==> config.mk <==
export PLATFORM = sky130hd
export DESIGN_NAME = tlsc_ctrl
export DESIGN_NICKNAME = d
export VERILOG_FILES = /design/src/design/triangle_lfo_stereo_chorus_assert.svh /design/src/design/tlsc_pkg.sv /design/src/design/tlsc_ctrl.sv
export SDC_FILE = /design/constraint.sdc
export NUM_CORES = 1
export LEC_CHECK = 0
export ABC_AREA = 1
export BUFFER_PORTS_ARGS = -buffer_cell sky130_fd_sc_hd__buf_2
export CORE_AREA = 2 2 39 41
export DETAILED_ROUTE_END_ITERATION = 8
export DIE_AREA = 0 0 41 43
export PLACE_DENSITY = 0.41
export SYNTH_ARGS = -nofsm -noshare
export SYNTH_HDL_FRONTEND = slang
export SYNTH_SLANG_ARGS = --single-unit
==> constraint.sdc <==
create_clock -name clock -period 2.01 [get_ports clock]
set_input_delay 0.402 -clock clock [delete_from_list [all_inputs] [get_ports clock]]
set_output_delay 0.402 -clock clock [all_outputs]
set_load 0.005 [all_outputs]
==> src/design/triangle_lfo_stereo_chorus_assert.svh <==
// Assertion macros for the stereo chorus block.
// Included by the top level; depends on nothing else.
`ifndef TRIANGLE_LFO_STEREO_CHORUS_ASSERT_SVH
`define TRIANGLE_LFO_STEREO_CHORUS_ASSERT_SVH

// Same-cycle implication, sampled on the rising clock edge outside reset.
`define TLSC_ASSERT_NOW(label, clk, rst, ante, cons) \
   label: assert property (@(posedge clk) disable iff (rst) (ante) |-> (cons)) \
      else $error("tlsc assertion failed");

// Next-cycle implication, sampled on the rising clock edge outside reset.
`define TLSC_ASSERT_NEXT(label, clk, rst, ante, cons) \
   label: assert property (@(posedge clk) disable iff (rst) (ante) |=> (cons)) \
      else $error("tlsc assertion failed");

`endif

==> src/design/tlsc_pkg.sv <==
// Shared types, constants and helpers of the stereo chorus block.
// Used by the controller, the datapath and the top level; no dependencies.
`default_nettype none

package tlsc_pkg;

   // Sizes
   localparam int DELAY_LENGTH = 4096;                  // power of two
   localparam int ADDR_W       = $clog2(DELAY_LENGTH);
   localparam int FRAC_W       = 8;                     // Q.8 delay fraction
   localparam int RP_W         = ADDR_W + FRAC_W;       // read position width
   localparam int SAMPLE_W     = 24;
   localparam int PHASE_W      = 24;
   localparam int DELAY_W      = 20;
   localparam int TRI_W        = PHASE_W + 2;           // Q1.24 triangle
   localparam int PROD_W       = DELAY_W + 1 + TRI_W;   // depth * triangle
   localparam int OFF_W        = PROD_W - PHASE_W;      // signed delay offset
   localparam int DLY_W        = OFF_W;                 // signed delay
   localparam int WET_W        = SAMPLE_W + 10;         // interpolated tap, Q.8
   localparam int MIX_W        = WET_W + 1;
   localparam int CSR_INDEX_W  = 3;
   localparam int CSR_DATA_W   = 24;

   localparam int FRAC_ONE     = 1 << FRAC_W;
   localparam int ROUND_OFF    = 1 << (PHASE_W - 1);
   localparam int MIX_ROUND    = 1 << FRAC_W;

   // Register indexes
   localparam logic [CSR_INDEX_W-1:0] CSR_MODE      = 3'd0;
   localparam logic [CSR_INDEX_W-1:0] CSR_STEP_SLOW = 3'd1;
   localparam logic [CSR_INDEX_W-1:0] CSR_STEP_FAST = 3'd2;
   localparam logic [CSR_INDEX_W-1:0] CSR_CENTRE    = 3'd3;
   localparam logic [CSR_INDEX_W-1:0] CSR_DEPTH     = 3'd4;

   // Mode codes
   localparam logic [1:0] MODE_BYPASS = 2'd0;
   localparam logic [1:0] MODE_SLOW   = 2'd1;

   // Register reset values
   localparam logic [PHASE_W-1:0] STEP_SLOW_RST = 24'd187;
   localparam logic [PHASE_W-1:0] STEP_FAST_RST = 24'd315;
   localparam logic [DELAY_W-1:0] CENTRE_RST    = 20'd94618;
   localparam logic [DELAY_W-1:0] DEPTH_RST     = 20'd45466;

   typedef enum logic [2:0] {
      S_IDLE,
      S_ADDR,
      S_RD_L,
      S_RD_R,
      S_WET_R,
      S_OUT
   } tlsc_state_type;

   // Controller to datapath
   typedef struct packed {
      logic accept;
      logic calc_addr;
      logic read_left;
      logic wet_left;
      logic wet_right;
      logic load_out;
   } tlsc_cmd_type;

   // Datapath to controller
   typedef struct packed {
      logic bypass_now;
      logic out_free;
   } tlsc_status_type;

   // Triangle of a phase word: rises from -1 to +1 over the first half cycle
   function automatic logic signed [TRI_W-1:0] triangle(input logic [PHASE_W-1:0] p);
      logic [TRI_W:0] four_p;
      logic [TRI_W:0] tri_w;
      four_p = {1'b0, p, 2'b00};
      if (p[PHASE_W-1]) begin
         tri_w = (TRI_W + 1)'(3 << PHASE_W) - four_p;
      end else begin
         tri_w = four_p - (TRI_W + 1)'(1 << PHASE_W);
      end
      return tri_w[TRI_W-1:0];
   endfunction

endpackage

`default_nettype wire

==> src/design/tlsc_ctrl.sv <==
// Sequencing state machine of the stereo chorus block.
// Depends on tlsc_pkg; drives the datapath through tlsc_cmd_type.
`default_nettype none

module tlsc_ctrl
   import tlsc_pkg::*;
(
   input  wire logic            clock,
   input  wire logic            reset,
   input  wire logic            req_valid,
   output      logic            req_stall,
   input  wire tlsc_status_type status,
   output      tlsc_cmd_type    cmd
);

   tlsc_state_type state_ff;
   tlsc_state_type state_in;
   logic           take;

   // Accept only when idle and out of reset
   assign req_stall = reset || (state_ff != S_IDLE);
   assign take      = req_valid && !req_stall;

   // Next state
   always_comb begin
      state_in = state_ff;
      unique case (state_ff)
         S_IDLE: begin
            if (take) begin
               state_in = status.bypass_now ? S_OUT : S_ADDR;
            end
         end
         S_ADDR:  state_in = S_RD_L;
         S_RD_L:  state_in = S_RD_R;
         S_RD_R:  state_in = S_WET_R;
         S_WET_R: state_in = S_OUT;
         S_OUT: begin
            if (status.out_free) begin
               state_in = S_IDLE;
            end
         end
         default: state_in = S_IDLE;
      endcase
   end

   // Commands
   always_comb begin
      cmd = '0;
      unique case (state_ff)
         S_IDLE:  cmd.accept    = take;
         S_ADDR:  cmd.calc_addr = 1'b1;
         S_RD_L:  cmd.read_left = 1'b1;
         S_RD_R:  cmd.wet_left  = 1'b1;
         S_WET_R: cmd.wet_right = 1'b1;
         S_OUT:   cmd.load_out  = status.out_free;
         default: cmd = '0;
      endcase
   end

   always_ff @(posedge clock) begin
      if (reset) begin
         state_ff <= S_IDLE;
      end else begin
         state_ff <= state_in;
      end
   end

endmodule

`default_nettype wire

## Yosys cells after proc, flatten, opt, wreduce, memory -nomap -nowiden

Index checks and enable logic that the tools add are counted.

- Bits in registers: 3
- Input port bits: 5
- Output and inout bits: 7
- Logic and storage cells: 24

- Equal/unequal tests: 7
- Multiplexer cells: 10
- Reductions and logical operators: 6

Operators by type and width:

| operator | count |
|---|---|
| $pmux W3 S6 | 1 |
| $mux W3 | 3 |
| $eq A3 B2 Y1 const B | 2 |
| $eq A3 B3 Y1 const B | 2 |
| $mux W1 | 6 |
| $ne A2 B2 Y1 const B | 2 |
| $eq A3 B1 Y1 const B | 1 |
| $logic_not A3 Y1 | 1 |
| $reduce_bool A3 Y1 | 1 |
| $reduce_and A2 Y1 | 1 |
| $logic_and A1 B1 Y1 | 1 |
| $logic_not A1 Y1 | 1 |
| $logic_or A1 B1 Y1 | 1 |

## Longest topological paths before layout

- Depth in word-level cells: 6
- Depth in mapped cells: 6
- Mapped depth without buffers: 6

## Worst setup path after synthesis

OpenSTA, ideal clock, no wires.

- Path kind: reg-to-output
- Start point: register state_ff[0]
- End point: output cmd[0] in the netlist's numbering
- Arrival: 0.769 ns
- Required time: 1.608 ns
- Path slack: 0.839 ns
- Stages on the path, launching flop included: 3
- Path buffers: 0
- Cells stage by stage: dfxtp_1 inv_1 nor4_1

RTL lines:

| item | line | source |
|---|---|---|
| from (decl) | tlsc_ctrl.sv:16 | `tlsc_state_type state_ff;` |
| from (signal assigned) | tlsc_ctrl.sv:64 | `state_ff <= state_in;` |
| to (decl) | tlsc_ctrl.sv:13 | `output tlsc_cmd_type cmd` |

==> metrics <==
largest net degree at the start of global routing 8; Vias/cell 4.06; synth warn 0; status finished, final reports clean; wire per inst 8.19 um; Avg Cell Area, Syn 6.26 sq um; syn nets 36; most common cell after layout, fill and taps aside buf_2; met2 routed WL 192 um; largest fanout on the critical path 6; cell leakage power 0.159 nW; final hold viol count 0; DRC 0; Cell Count Post-Placement 58; GPL Wtd Cong 0.747; DP HPWL 414 um; Slew HR 83.2%; Port Buffers 11; layout cell share with drive strength beyond 1 34.8%; first-pass GRT wire length 793 um; root cell of the clock tree clkbuf_4; final setup violation count 0; Die X 41 um; final instance area 295 sq um; Post-Route WL 508 um; MaxCap Viol Count 0; DRT met1 WL 251 um; worst slew pin tran 0.250 ns; worst min-delay path class in -> reg; dpl cell area 269 sq um; crit path kind reg -> out; total negative slack 0 ns; H-Tree Depth 1; crit end category primary output; Resize count post-CTS 0; Seq/Total Area, Yosys 31.0%; register bit total from synthesis 3; CORE AREA 0.00138 sq mm; Non-Filler Instances 62; number of global-route vias before repair 187; hold bufs inserted after CTS 0; distinct cell type count after synthesis 16; die area 0.00176 sq mm; R2R depth 5; CP Data Arrival Time 1.18 ns; Final Cycle Share 78.6%; Die Ht 43 um; min Tclk post-route 1.58 ns; Antenna Violating Nets Remaining 0; Top Registers state_ff: 3 flops; Most flops, register state_ff; Final Slew Violations 0; Critical Path RT 1.61 ns; nets 52; initial antenna violation count 0; DR vias 252; synthesized cell area 194 sq um; RSZ-0062 raised after global routing no; Initial DRC Count 0; IO Pins 12; CTS tree yes; Clk Latency, worst-skew pair 0.23 ns; max reg flops 3; Post-Syn Instances 31; met3 wire length 64 um; Site Rows 14; Antenna Cells 0; worst vdd ir 0.000283 V; area grow syn2layout 52.3%; Total GRT Usage 7.11%; PwrDens 981 mW/mm^2; max frequency 0.633 GHz; Clk pin slew, worst setup/hold paths 0.04 ns; grt total ovfl 0; Critical Path Source Type flop; most frequent cells in the layout 11 x buf_2, 6 x inv_1, 5 x nand2_1; Top Layer Used met3; Initial Util 14.0%; clock sink count 3; Clock Skew 0.00154 ns; TritonRoute pass-1 iters 1; Post-CTS Setup Repair Bufs 0; Clock Path Buffers 2; hold path depth 2; Num CTS Buffers 3
-- logic make-up after synthesis --
group           count (synthesis)  share of synthesized area [%]
flops                           3                           31.0
compound gates                  5                           14.8
simple gates                   15                           38.7
buf+inv                         8                           15.5
-- critical path, cell delays in order (launching register included) --
cell	delay, ns
dfxtp_1	0.43
inv_1	0.10
nor4_1	0.26
buf_2	0.16
-- area by class of cell --
cell class / instances / area, sq um
Sequential cell: 3 / 60.1
Clock buffer: 4 / 26.3
Inverter: 8 / 30.0
Timing Repair Buffer: 11 / 55.1
Fill cell: 171 / 1090
Multi-Input combinational cell: 20 / 104
Tap cell: 16 / 20.0
-- Yosys cell counts --
library cell	n	area, sq um
nor3_1	3	15.0
o21ai_1	2	10.0
nand4_1	1	6.26
nor2_2	1	6.26
inv_2	1	3.75
nand2_1	5	18.8
clkinv_1	1	3.75
a31oi_1	1	6.26
a21oi_1	1	5.00
o211ai_1	1	7.51
nand3_1	1	5.00
nor2_1	1	3.75
nand3b_1	1	7.51
nor4_1	2	12.5
inv_1	6	22.5
dfxtp_1	3	60.1
-- through the flow --
| step | setup WS [ns] | hold WS, ns | util (%) | total power [mW] |
|---|---|---|---|---|
| floorplan | 0.839 | 0.471 | - | 0.150 |
| global placement | 0.678 | 0.547 | 19.4 | 0.188 |
| detailed placement | 0.660 | 0.560 | 19.4 | 0.187 |
| CTS | 0.400 | 0.376 | 21.3 | 0.299 |
| global route | 0.290 | 0.399 | 21.3 | 0.326 |
| finish | 0.431 | 0.386 | 21.3 | 0.290 |
-- power breakdown --
| group | switching [mW] | total, mW | internal [mW] |
|---|---|---|---|
| clock | 0.0312 | 0.106 | 0.0744 |
| combinational | 0.0518 | 0.0924 | 0.0406 |
| sequential | 0.0197 | 0.0916 | 0.0720 |
| total | 0.103 | 0.290 | 0.187 |
-- routing by layer --
| metal | vias to the layer above | global-route usage, % |
|---|---|---|
| li1 | 136 | - |
| met1 | 104 | 9.58 |
| met2 | 12 | 8.13 |
| met3 | 0 | 7.85 |
| met4 | 0 | 0 |
| met5 | - | 0 |
-- path summary, 6_finish.rpt --
kind,startpoint,endpoint,slack (ns)
worst max-delay path,state_ff[0]$_SDFFE_PP0P_,cmd[0],0.43
worst min-delay path,reset,state_ff[2]$_SDFFE_PP0P_,0.39
worst max register to register,state_ff[2]$_SDFFE_PP0P_,state_ff[0]$_SDFFE_PP0P_,1.05
worst min register to register,state_ff[2]$_SDFFE_PP0P_,state_ff[1]$_SDFFE_PP0P_,0.56
(Power assumes the default switching activity.)
